==> src/rtl/rsed_pkg.sv <==
// rsed_pkg: shared constants, codes and types of the rgb sobel edge threshold block
// no dependencies; compile first
`timescale 1ns / 1ps

package rsed_pkg;

  localparam int MAX_WIDTH = 1024;
  localparam int LINE_AW   = $clog2(MAX_WIDTH);

  localparam int PIX_W    = 8;
  localparam int COL_W    = 10;
  localparam int ROW_W    = 12;
  localparam int WIDTH_W  = 11;
  localparam int HEIGHT_W = 12;
  localparam int THR_W    = 8;
  localparam int CFG_W    = 12;
  localparam int CFG_IW   = 2;
  localparam int PROD_W   = 24;
  localparam int SUM_W    = 10;
  localparam int MAG_W    = 11;

  localparam logic [CFG_IW-1:0] REG_IMAGE_WIDTH    = 2'd0;
  localparam logic [CFG_IW-1:0] REG_IMAGE_HEIGHT   = 2'd1;
  localparam logic [CFG_IW-1:0] REG_EDGE_THRESHOLD = 2'd2;

  localparam logic [WIDTH_W-1:0]  WIDTH_RESET     = 11'd640;
  localparam logic [HEIGHT_W-1:0] HEIGHT_RESET    = 12'd480;
  localparam logic [THR_W-1:0]    THRESHOLD_RESET = 8'd100;
  localparam logic [WIDTH_W-1:0]  WIDTH_MIN       = 11'd3;
  localparam logic [WIDTH_W-1:0]  WIDTH_MAX       = WIDTH_W'(MAX_WIDTH);
  localparam logic [HEIGHT_W-1:0] HEIGHT_MIN      = 12'd3;

  localparam logic [PROD_W-1:0] LUMA_R     = 24'd19595;
  localparam logic [PROD_W-1:0] LUMA_G     = 24'd38470;
  localparam logic [PROD_W-1:0] LUMA_B     = 24'd7471;
  localparam logic [PROD_W-1:0] LUMA_ROUND = 24'd32768;

  localparam logic [PIX_W-1:0] EDGE_ON  = 8'd255;
  localparam logic [PIX_W-1:0] EDGE_OFF = 8'd0;

  typedef struct packed {
    logic               emit;
    logic [COL_W-1:0]   x;
    logic [ROW_W-1:0]   y;
    logic [LINE_AW-1:0] addr;
  } pos_t;

  typedef struct packed {
    logic             valid;
    logic [COL_W-1:0] x;
    logic [ROW_W-1:0] y;
    logic [PIX_W-1:0] value;
  } result_t;

endpackage

==> src/rtl/rsed_pos.sv <==
// rsed_pos: configuration registers, frame position counters, line buffer address
// depends on rsed_pkg
`timescale 1ns / 1ps

module rsed_pos (
  input  logic                        clk,
  input  logic                        rst,
  input  logic                        cfg_we,
  input  logic [rsed_pkg::CFG_IW-1:0] cfg_index,
  input  logic [rsed_pkg::CFG_W-1:0]  cfg_data,
  input  logic                        accept,
  input  logic                        frame_start,
  output rsed_pkg::pos_t              pos,
  output logic [rsed_pkg::THR_W-1:0]  threshold
);

  logic [rsed_pkg::WIDTH_W-1:0]  image_width;
  logic [rsed_pkg::HEIGHT_W-1:0] image_height;
  logic [rsed_pkg::WIDTH_W-1:0]  width_eff;
  logic [rsed_pkg::HEIGHT_W-1:0] height_eff;
  logic [rsed_pkg::COL_W-1:0]    column_count;
  logic [rsed_pkg::ROW_W-1:0]    row_count;
  logic [rsed_pkg::COL_W-1:0]    col_cur;
  logic [rsed_pkg::ROW_W-1:0]    row_cur;
  logic [rsed_pkg::WIDTH_W-1:0]  col_inc;
  logic [rsed_pkg::ROW_W:0]      row_inc;
  logic [rsed_pkg::COL_W-1:0]    column_count_next;
  logic [rsed_pkg::ROW_W-1:0]    row_count_next;

  always_ff @(posedge clk) begin
    if (rst) begin
      image_width  <= rsed_pkg::WIDTH_RESET;
      image_height <= rsed_pkg::HEIGHT_RESET;
      threshold    <= rsed_pkg::THRESHOLD_RESET;
    end else if (cfg_we) begin
      case (cfg_index)
        rsed_pkg::REG_IMAGE_WIDTH:    image_width  <= cfg_data[rsed_pkg::WIDTH_W-1:0];
        rsed_pkg::REG_IMAGE_HEIGHT:   image_height <= cfg_data[rsed_pkg::HEIGHT_W-1:0];
        rsed_pkg::REG_EDGE_THRESHOLD: threshold    <= cfg_data[rsed_pkg::THR_W-1:0];
        default: ;
      endcase
    end
  end

  always_comb begin
    width_eff = image_width;
    if (image_width < rsed_pkg::WIDTH_MIN) width_eff = rsed_pkg::WIDTH_MIN;
    if (image_width > rsed_pkg::WIDTH_MAX) width_eff = rsed_pkg::WIDTH_MAX;
    height_eff = (image_height < rsed_pkg::HEIGHT_MIN) ? rsed_pkg::HEIGHT_MIN : image_height;
  end

  always_comb begin
    col_cur = frame_start ? '0 : column_count;
    row_cur = frame_start ? '0 : row_count;
    col_inc = rsed_pkg::WIDTH_W'(col_cur) + 1'b1;
    row_inc = (rsed_pkg::ROW_W + 1)'(row_cur) + 1'b1;
    if (col_inc >= width_eff) begin
      column_count_next = '0;
      row_count_next    = (row_inc >= (rsed_pkg::ROW_W + 1)'(height_eff)) ? '0 :
                          row_inc[rsed_pkg::ROW_W-1:0];
    end else begin
      column_count_next = col_inc[rsed_pkg::COL_W-1:0];
      row_count_next    = row_cur;
    end
    pos.emit = (col_cur >= rsed_pkg::COL_W'(2)) && (row_cur >= rsed_pkg::ROW_W'(2)) &&
               (rsed_pkg::WIDTH_W'(col_cur) < width_eff) && (row_cur < height_eff);
    pos.x    = col_cur - 1'b1;
    pos.y    = row_cur - 1'b1;
    pos.addr = col_cur[rsed_pkg::LINE_AW-1:0];
  end

  always_ff @(posedge clk) begin
    if (rst) begin
      column_count <= '0;
      row_count    <= '0;
    end else if (accept) begin
      column_count <= column_count_next;
      row_count    <= row_count_next;
    end
  end

endmodule

==> config.mk <==
export PLATFORM = sky130hd
export DESIGN_NAME = rsed_pos
export DESIGN_NICKNAME = d
export VERILOG_FILES = /design/src/rtl/rsed_pkg.sv /design/src/rtl/rsed_pos.sv
export SDC_FILE = /design/constraint.sdc
export NUM_CORES = 1
export LEC_CHECK = 0
export BUFFER_PORTS_ARGS = -buffer_cell sky130_fd_sc_hd__buf_4
export CORE_ASPECT_RATIO = 0.5
export CORE_MARGIN = 5
export CORE_UTILIZATION = 55
export CTS_CLUSTER_DIAMETER = 120
export DETAILED_ROUTE_END_ITERATION = 8
export PLACE_DENSITY = 0.77
export SLEW_MARGIN = 5
export SYNTH_ARGS = -nofsm -noshare
export SYNTH_HDL_FRONTEND = slang
export SYNTH_SLANG_ARGS = --single-unit
==> constraint.sdc <==
create_clock -name clk -period 4.8 [get_ports clk]
set_input_delay 0.72 -clock clk [delete_from_list [all_inputs] [get_ports clk]]
set_output_delay 0.72 -clock clk [all_outputs]
set_load 0.03 [all_outputs]
==> reports/metrics.cfg, run 1 <==
[drt]
ant_nets=0
vias_per_cell=6.00
num_vias=4040
drc=0
first_pass_iters=6
routedWlPerCell_microns=17.3
drt_iter0_drc=481
routed_wl_mm=11.6

[power_and_ir_drop]
power_frac_comb_pct=20.0
internal-power_mw=0.734
irDropWorstVdd_uv=180
pwr-share-clk_pct=36.4
switching_share_pct=31.0
pwr-share-seq_pct=43.6
p_switching_mw=0.330
power_mw=1.06
powerDensity_nw_per_um2=224
leakagePower_nw=2.14

[global_routing]
grt_pass1_vias=3643
grt_overflow=0
gr-usage-all-layers_pct=24.6
antenna_found_initial=0
grt_pass1_wl_mm=19.0
grt_max_degree=56

[synthesis]
synth_common_cells=nand2_1, dfxtp_1, ha_1
synth-seq-area-share_pct=25.6
yosysMostFrequentCell=nand2_1
synth_top_area_share_pct=25.6
syn_area_per_cell_sq_um=7.75
ys_ff_latch=53
synth_top_flop_cell=dfxtp_1
synth_cells=535
synth_edf_count=0
synth_area_leader_cell=dfxtp_1
yosys_warnings=0
synthArstFlopShare_pct=0
syn_area_sq_um=4150
syn_nets=603
synth_area_leaders=dfxtp_1, ha_1, nand2_1
yosysUniqueCellTypes=59

[clocking]
cts_setup_buffers=0
cts_htree_levels=2
cts.repair.resized=0
clock_path_buffers=2
cts_made_buffers=5
insertion_delay_ns=0.31
cts_hold_buf=0
clkSlewWorstSetupHoldPaths_ns=0.08
cts-root-buf=clkbuf_16
cts_sinks=53
cts_tree=done

[die]
die_w_microns=133
fp.dieArea_sq_um=9480
io_pins=60
core_sq_um=7320
core.rowCount=22
dieHeight_microns=71.4
initial_utilization_pct=56.6

[placed_design]
place.gp.congestion=1.00
dp_hpwl_mm=9.03
portBuffers=59
dpl.cell_count=665

[worst_setup_path]
crit_top_cell=nand2_1
r2r_start=column_count[1]
cp.required_ns=5.02
crit_arrival_ns=4.37
cp_slowest_cell=nand2_1
path_max_fanout=18
ff2ff_setup_slack_ns=0.95
end_kind=flip-flop
start_kind=input port
ff2ff_path_depth=12
worst-path-buf-inv=3
path_cells=buf_4 -> inv_2 -> nand2_1 -> inv_1 -> ha_1 -> nand4_1 -> nor3b_1 -> and3_1 -> xor2_1 -> ha_1 -> a2111oi_2 -> nand4_1 -> nand2_1 -> nand2_1 -> a311oi_2
reg2reg_to=row_count[10]
critPathMaxStageDelay_ns=0.48
crit_family=simple AND/OR/NAND/NOR gates
worstSetupPathType=in -> reg

[sta]
slew_viol_final=0
finClkSkew_ns=0.00684
worst_pin_slew_ns=1.16
fin_crit_ns=4.14
rsz0062_at_grt=no
holdWs_ns=0.463
tns_ns=0
fin_crit_sh_pct=86.3
hold_viol=0
maxSlewHeadroom_pct=22.5
max_freq_ghz=0.241
setup-violations-final=0

[layout]
nets=644
area_delta_synth_final_pct=14.7
drive_gt1_share_pct=15.8
finish.utilization_pct=64.9
stdcell_count=673
diodes=0

[hold_path]
hold_path_startpoint=image_height[0]
holdPathEnd=image_height[0]
whs_path_depth=2
hold_class=reg -> reg

[run_status]
status=complete, no violations

[run]
drv_cap=0

==> cell families (layout without fill, tap and decap cells) <==
group,count (synthesis),after routing,share of synthesized area (%)
buffers and inverters,68,110,6.85
adders and majority gates,50,50,15.0
and+or+nand+nor,219,219,26.7
xor gates and xnor gates,31,31,6.73
AOI/OAI and AO/OA,109,109,17.9
DFF,53,53,25.6
muxes,5,5,1.21
==> state kept, by name, summed over array words and instances, names as in the netlist <==
signal        count
image_height     12
row_count        12
image_width      11
column_count     10
threshold         8
==> worst reg2reg max path, cell delays in order, from the launching register on <==
cell	delay (ns)
dfxtp_1	0.36
nor2b_1	0.43
ha_1	0.31
nand4_1	0.11
nor3b_1	0.30
and3_1	0.23
xor2_1	0.22
ha_1	0.30
a2111oi_2	0.41
nand4_1	0.22
nand2_1	0.48
nand2_1	0.13
a311oi_2	0.28
==> cell usage in the layout, fill, tap and decap left out, drive strengths merged, types with 2 or more instances in the layout <==
cell,instances
nand2,76
buf,63
dfxtp,53
ha,49
nor2,47
a21oi,40
inv,40
nand3,25
xnor2,16
nor2b,16
xor2,15
a31oi,12
nor4,12
o21ai,11
nor3,11
nand4,10
nand3b,9
a211o,8
a21o,7
o22ai,5
mux2i,5
clkbuf,5
a211oi,5
a311oi,5
o211ai,4
o21a,4
nand2b,2
nor3b,2
and3,2
o2111ai,2
clkinv,2
a2111oi,2
==> worst max-delay path by stage <==
stage	startpoint	to	depth (start not counted)
2_1_floorplan	frame_start	row_count[2]	15
5_1_grt	frame_start	row_count[11]	13
6_report	frame_start	row_count[10]	15
4_1_cts	frame_start	row_count[10]	15
3_5_place_dp	frame_start	row_count[10]	15
3_3_place_gp	frame_start	row_count[10]	15
==> metal layers <==
| layer | up-vias | track usage (%) | routed length [microns] |
|---|---|---|---|
| met5 | - | 0 | 0 |
| met4 | 0 | 4.84 | 130 |
| met3 | 12 | 5.33 | 1030 |
| met2 | 176 | 37.3 | 4840 |
| met1 | 1897 | 36.1 | 5640 |
| li1 | 1955 | - | - |
==> power by group through the flow <==
stage / registers (mW) / logic [mW] / clock network [mW]
6_report: 0.464 / 0.213 / 0.387
2_1_floorplan: 0.476 / 0.141 / 0
3_3_place_gp: 0.474 / 0.208 / 0
5_1_grt: 0.466 / 0.231 / 0.412
4_1_cts: 0.463 / 0.212 / 0.386
3_5_place_dp: 0.474 / 0.211 / 0
==> final cells by class <==
cell class / instances / area, sq um
fill: 669 / 2570
clock buffer: 5 / 125
sequential: 53 / 1060
clock inverter: 3 / 28.8
multi-input combinational: 414 / 2800
timing repair buffer: 63 / 473
inverter: 39 / 146
tap: 96 / 120
==> metrics by stage <==
stage | setup slack (ns) | instance area [sq um]
after floorplan | 0.540 | 4150
after global routing | 0.339 | 4750
after CTS | 0.727 | 4750
after detailed placement | 0.401 | 4600
final | 0.657 | 4750
after global placement | 0.599 | 4600
Power figures use the tool's default switching activity.
==> run 2, diff against run 1 <==
--- a/config.mk
+++ b/config.mk
@@ -11,7 +11,7 @@
 export CORE_UTILIZATION = 55
 export CTS_CLUSTER_DIAMETER = 120
 export DETAILED_ROUTE_END_ITERATION = 8
-export PLACE_DENSITY = 0.77
+export PLACE_DENSITY = 0.86
 export SLEW_MARGIN = 5
 export SYNTH_ARGS = -nofsm -noshare
 export SYNTH_HDL_FRONTEND = slang
==> run 2 against run 1 <==
Effect of this change:
- clock-buffer cell count unchanged
- global-route usage decreased by 0.50 points
- power increased by 4.1%
- critical path depth unchanged
- design area increased by 0.45%
- clock skew decreased by 0.0028 ns
- sequential power about the same
- combinational power about the same
- via count decreased by 0.92%
- non-clock buffer count unchanged
- final cell count unchanged
- critical path type unchanged
- largest power group unchanged
==> reports/metrics.cfg, run 2 (synthesis results as in run 1) <==
[run_status]
status=complete, no violations

[placed_design]
place.gp.congestion=0.992  ; -0.88%
portBuffers=59  ; unchanged
dpl.cell_count=665  ; unchanged
dp_hpwl_mm=8.81  ; -2.5%

[die]
core_sq_um=7320  ; unchanged
fp.dieArea_sq_um=9480  ; unchanged
die_w_microns=133  ; unchanged
initial_utilization_pct=56.6  ; unchanged
io_pins=60  ; unchanged
core.rowCount=22  ; unchanged
dieHeight_microns=71.4  ; unchanged

[power_and_ir_drop]
pwr-share-clk_pct=38.8  ; +2.4 points
irDropWorstVdd_uv=184  ; +2.1%
pwr-share-seq_pct=41.9  ; -1.7 points
p_switching_mw=0.323  ; -2.1%
power_frac_comb_pct=19.3  ; -0.7 points
powerDensity_nw_per_um2=232  ; +3.7%
leakagePower_nw=2.15  ; +0.45%
switching_share_pct=29.2  ; -1.8 points
internal-power_mw=0.784  ; +6.9%

[worst_setup_path]
worstSetupPathType=in -> reg
start_kind=input port
cp.required_ns=4.98  ; -0.04 ns
crit_arrival_ns=4.49  ; +0.12 ns
cp_slowest_cell=nand2_1
critPathMaxStageDelay_ns=0.50  ; +0.02 ns
end_kind=flip-flop
path_max_fanout=15  ; -3
path_cells=buf_4 -> inv_2 -> nand2_1 -> inv_1 -> ha_1 -> nand4_1 -> nor3b_1 -> and3_1 -> xor2_1 -> ha_1 -> a2111oi_2 -> nand4_1 -> nand2_1 -> nand2_1 -> a311oi_1
crit_top_cell=nand2_1

[drt]
ant_nets=0  ; unchanged
drc=0  ; unchanged
routed_wl_mm=11.6  ; -0.14%
vias_per_cell=5.95  ; -0.92%
num_vias=4003  ; -0.92%
drt_iter0_drc=355  ; -26%
first_pass_iters=5  ; -1
routedWlPerCell_microns=17.3  ; -0.14%

[sta]
fin_crit_sh_pct=89.8  ; +3.5 points
fin_crit_ns=4.31  ; +0.168 ns
setup-violations-final=0  ; unchanged
slew_viol_final=0  ; unchanged
maxSlewHeadroom_pct=22.0  ; -0.51 points
worst_pin_slew_ns=1.17  ; +0.00766 ns
tns_ns=0  ; unchanged
max_freq_ghz=0.232  ; -3.9%
rsz0062_at_grt=no
finClkSkew_ns=0.00400  ; -0.00283 ns
hold_viol=0  ; unchanged

[clocking]
cts.repair.resized=0  ; unchanged
cts_made_buffers=5  ; unchanged
cts_htree_levels=2  ; unchanged
cts-root-buf=clkbuf_16
cts_hold_buf=0  ; unchanged
cts_tree=done
clkSlewWorstSetupHoldPaths_ns=0.07  ; about the same
cts_sinks=53  ; unchanged
cts_setup_buffers=0  ; unchanged
insertion_delay_ns=0.30  ; about the same
clock_path_buffers=2  ; unchanged

[layout]
final_common_cell=nand2_1
mostFrequentLayoutCells=nand2_1, buf_4, dfxtp_1
multi_input_area_sq_um=2800  ; unchanged
reg_top3=image_height x12, row_count x12, image_width x11
fillCellCount=619  ; -7.5%
nets=644  ; unchanged
area_delta_synth_final_pct=15.2
regArea_sq_um=1060  ; unchanged
stdcell_count=673  ; unchanged
diodes=0  ; unchanged
drive_gt1_share_pct=15.8  ; unchanged

[global_routing]
antenna_found_initial=0  ; unchanged
grt_pass1_wl_mm=18.7  ; -1.5%
grt_pass1_vias=3719  ; +2.1%
grt_max_degree=56  ; unchanged
grt_overflow=0  ; unchanged
gr-usage-all-layers_pct=24.1  ; -0.50 points

[run]
drv_cap=0  ; unchanged

[hold_path]
hold_class=reg -> reg

## run 2: changes by cell type in the layout (fill, tap and decap cells not counted), sizes merged
cell	delta
bufinv	+1
inv	-1
## run 2: worst paths after layout
kind / start / to / slack (ns) / cells past startpoint
setup / recovery: frame_start / row_count[7] / 0.49 / 15
hold reg to reg: column_count[6] / column_count[6] / 0.47 / 2
setup reg to reg: column_count[1] / row_count[7] / 0.71 / 12
hold / removal: column_count[6] / column_count[6] / 0.47 / 2
## run 2: routing by layer
layer | GRT usage, % | wire length [microns] | vias up
met5 | 0 | 0 | -
met4 | 5.53 | 155 | 0
met3 | 6.87 | 1090 | 17
met2 | 36.3 | 4940 | 175
met1 | 34.3 | 5440 | 1853
li1 | - | - | 1958
## run 2: area by class of cell
type	count	share of cell area, %
multi-input cells	414	58.6
flip-flops and latches	53	22.2
repair buffers	63	9.90
inverters	39	3.07
clock buffers	5	2.62
well taps	96	2.52
clock inverters	3	1.05
## run 2: through the flow
stage | worst slack, ns | utilization (%) | power [mW] | hold WS [ns] | cell area (sq um)
5_1_grt | 0.269 | 65.2 | 1.15 | 0.485 | 4780
3_3_place_gp | 0.634 | 62.8 | 0.679 | 0.447 | 4600
4_1_cts | 0.591 | 65.2 | 1.11 | 0.467 | 4780
2_1_floorplan | 0.540 | - | 0.617 | 0.431 | 4150
3_5_place_dp | 0.439 | 62.8 | 0.684 | 0.451 | 4600
6_report | 0.490 | 65.2 | 1.11 | 0.466 | 4780
## run 2: power by group through the flow
stage / combinational, mW / sequential [mW] / clock, mW
6_report: 0.213 / 0.465 / 0.430
5_1_grt: 0.231 / 0.466 / 0.453
3_5_place_dp: 0.210 / 0.474 / 0
2_1_floorplan: 0.141 / 0.476 / 0
3_3_place_gp: 0.206 / 0.474 / 0
4_1_cts: 0.212 / 0.464 / 0.431
## run 2: worst max-delay path: cells and delay by family
kind	cells	cell delay [ns]
adders and majority gates	2	0.50
xor gates and xnor gates	1	0.21
buffers and inverters	3	0.52
and+or+nand+nor	7	1.71
AOI/OAI and AO/OA	2	0.83
==> run 3, diff against run 2 <==
--- a/config.mk
+++ b/config.mk
@@ -5,6 +5,7 @@
 export SDC_FILE = /design/constraint.sdc
 export NUM_CORES = 1
 export LEC_CHECK = 0
+export ABC_AREA = 1
 export BUFFER_PORTS_ARGS = -buffer_cell sky130_fd_sc_hd__buf_4
 export CORE_ASPECT_RATIO = 0.5
 export CORE_MARGIN = 5
==> run 3 against run 2 <==
Effect of this change:
- clock power down 11%
- synthesized cell count up 17%
- global-route usage down 0.058 points
- clock skew grew 0.0082 ns
- routed wire length up 0.69%
- sequential power rose by 2%
- final cell count up 18%
- critical endpoint is now column_count[2]
- largest cell class unchanged
- highest routed layer unchanged
==> reports/metrics.cfg, run 3 <==
[sta]
setup-violations-final=0  ; unchanged
max_freq_ghz=0.269  ; +16%
slew_viol_final=0  ; unchanged
worst_pin_slew_ns=1.16  ; -0.00605 ns
hold_viol=0  ; unchanged
holdWs_ns=0.464  ; -0.00226 ns
tns_ns=0  ; unchanged
fin_crit_sh_pct=77.5  ; -12 points
fin_crit_ns=3.72  ; -0.591 ns
finClkSkew_ns=0.0123  ; +0.00825 ns
rsz0062_at_grt=no
maxSlewHeadroom_pct=22.5  ; +0.49 points

[synthesis]
synth_common_cells=nand2_1, inv_1, nor2_1
synth-seq-area-share_pct=24.2  ; -1.4 points
syn_area_sq_um=4380  ; +5.7%
synthSimpleGateAreaFrac_pct=30.5  ; +3.8 points
synth_area_leader_cell=dfxtp_1
yosys_warnings=0  ; unchanged
synth_top_area_share_pct=24.2  ; -1.4 points
synth_compound_area_share_pct=15.2  ; -2.7 points
synth-xor-area-share_pct=6.17  ; -0.56 points
synth_fa_ha_area_share_pct=14.2  ; -0.81 points
synth_top_flop_cell=dfxtp_1
synthArstFlopShare_pct=0  ; unchanged
syn_nets=696  ; +15%
synth_top_family_by_area=simple AND/OR/NAND/NOR gates
syn_area_per_cell_sq_um=6.98  ; -10%
synth_edf_count=0  ; unchanged
yosysMostFrequentCell=nand2_1
synth_cells=628  ; +17%
synth_area_leaders=dfxtp_1, ha_1, nand2_1
synthMuxAreaShare_pct=0  ; -1.2 points
ys_ff_latch=53  ; unchanged
yosysUniqueCellTypes=42  ; -29%

[layout]
finish.utilization_pct=63.8  ; -1.4 points
area_delta_synth_final_pct=14.8
nets=746  ; +16%
mostFrequentLayoutCells=nand2_1, inv_1, nor2_1
final_common_cell=nand2_1
reg_top3=image_height x12, row_count x12, image_width x11
diodes=0  ; unchanged
drive_gt1_share_pct=17.5  ; +1.8 points

[die]
fp.dieArea_sq_um=9960  ; +5.1%
core.rowCount=23  ; +4.5%
die_w_microns=136  ; +2.6%
io_pins=60  ; unchanged
core_sq_um=7890  ; +7.7%
dieHeight_microns=73.1  ; +2.4%
initial_utilization_pct=55.6  ; -1.1 points

[worst_setup_path]
end_kind=flip-flop
ff2ff_path_depth=16  ; +4
cp_slowest_cell=nor3_2
cp.depth=16  ; +1
cp.required_ns=5.04  ; +0.06 ns
worstSetupPathType=in -> reg
worst-path-buf-inv=3  ; unchanged
ff2ff_setup_slack_ns=1.39  ; +0.68 ns
crit_arrival_ns=3.96  ; -0.53 ns
crit_top_cell=a21oi_1
start_kind=input port
crit_end=column_count[2]
crit_family=simple AND/OR/NAND/NOR gates
path_max_fanout=16  ; +1
r2r_start=column_count[1]
reg2reg_to=column_count[2]
crit_start=frame_start
path_cells=buf_4 -> nor2_1 -> ha_1 -> nand3_1 -> inv_1 -> nand4_1 -> xor2_1 -> inv_1 -> ha_1 -> a21oi_1 -> o21ai_0 -> a21oi_1 -> nand2_1 -> nor3_2 -> nand2_1 -> a21oi_1
critPathMaxStageDelay_ns=0.53  ; +0.03 ns

[drt]
drt_iter0_drc=427  ; +20%
num_vias=4388  ; +9.6%
routed_wl_mm=11.7  ; +0.69%
vias_per_cell=5.55  ; -6.7%
ant_nets=0  ; unchanged
routedWlPerCell_microns=14.8  ; -14%
drc=0  ; unchanged
first_pass_iters=5  ; unchanged

[power_and_ir_drop]
leakagePower_nw=2.51  ; +17%
pwr-share-seq_pct=40.3  ; -1.6 points
powerDensity_nw_per_um2=233  ; +0.59%
power_frac_comb_pct=27.0  ; +7.7 points
irDropWorstVdd_uv=152  ; -17%
internal-power_mw=0.766  ; -2.4%
switching_share_pct=34.7  ; +5.6 points
pwr-share-clk_pct=32.7  ; -6.1 points
p_switching_mw=0.408  ; +26%

[placed_design]
portBuffers=59  ; unchanged
dp_hpwl_mm=8.76  ; -0.58%
place.gp.congestion=0.943  ; -4.9%

[clocking]
cts.repair.resized=0  ; unchanged
cts-root-buf=clkbuf_16
cts_made_buffers=5  ; unchanged
insertion_delay_ns=0.31  ; about the same
cts_htree_levels=2  ; unchanged
clkSlewWorstSetupHoldPaths_ns=0.07  ; about the same
clock_path_buffers=2  ; unchanged
cts_tree=done
cts_setup_buffers=0  ; unchanged
cts_sinks=53  ; unchanged
cts_hold_buf=0  ; unchanged

[global_routing]
grt_use_met1_pct=32.3  ; -2.0 points
use_met2_pct=39.2  ; +3.0 points
use_met3_pct=5.30  ; -1.6 points
grt_overflow=0  ; unchanged
gr-usage-all-layers_pct=24.0  ; -0.058 points
grt_pass1_vias=4143  ; +11%
grt_busiest_layer=met2
grt_max_degree=44  ; -21%
grt_pass1_wl_mm=19.3  ; +3.5%
antenna_found_initial=0  ; unchanged

[run_status]
status=complete, no violations

[hold_path]
hold_path_startpoint=threshold[5]
hold_class=reg -> reg

[run]
drv_cap=0  ; unchanged

## run 3: changes by cell type after synthesis, moves of 12 or more
cell | before | now
a31oi_1 | 12 | 0
nor2_1 | 46 | 77
nor2b_1 | 14 | 0
o21ai_0 | 11 | 46
a21oi_1 | 40 | 55
nand2_1 | 76 | 100
inv_1 | 37 | 85
## run 3: cell type report
cell class	count	area (sq um)
Multi-Input combinational cell	471	2900
Tap cell	112	140
Inverter	87	332
Timing Repair Buffer	60	450
Clock inverter	3	25.0
Sequential cell	53	1060
Fill cell	657	2860
Clock buffer	5	125
## run 3: through the flow
step	cells	cell area [sq um]	power, mW	setup WS [ns]
after floorplan	628	4380	0.699	0.777
after global placement	783	4880	0.788	1.00
after detailed placement	783	4880	0.794	0.899
after CTS	791	5030	1.17	1.14
after global routing	791	5030	1.23	0.802
final	791	5030	1.17	1.08
## run 3: worst min-delay path by stage
stage                endpoint  slack (ns)  cells past startpoint
6_report         threshold[5]        0.46                      2
2_1_floorplan  image_width[7]        0.44                      2
4_1_cts          threshold[5]        0.46                      2
3_3_place_gp     threshold[6]        0.44                      2
3_5_place_dp     threshold[5]        0.44                      2
5_1_grt          threshold[5]        0.49                      2
## run 3: power by group through the flow
stage	combinational [mW]	sequential, mW	clock (mW)
global route	0.350	0.475	0.402
CTS	0.315	0.473	0.382
finish	0.317	0.473	0.383
global placement	0.306	0.482	0
floorplan	0.212	0.486	0
detailed placement	0.311	0.483	0
## run 3: cell families (layout without fill, tap and decap cells)
logic type | Yosys count | in the layout
compound gates | 121 | 121
xor+xnor | 30 | 30
fa+ha+maj | 50 | 50
buf+inv | 104 | 155
flops | 53 | 53
simple gates | 270 | 270
## run 3: tightest hold or removal path: stages (launching register included)
cell	delay (ns)
dfxtp_1	0.33
nand2_1	0.05
nand3_1	0.05
## run 3: per-layer routing
layer  up-vias  share of wire [%]
met3        23                7.1
met4         0                1.6
li1       2159                  -
met1      2029                 46
met2       177                 45
met5         -                  0
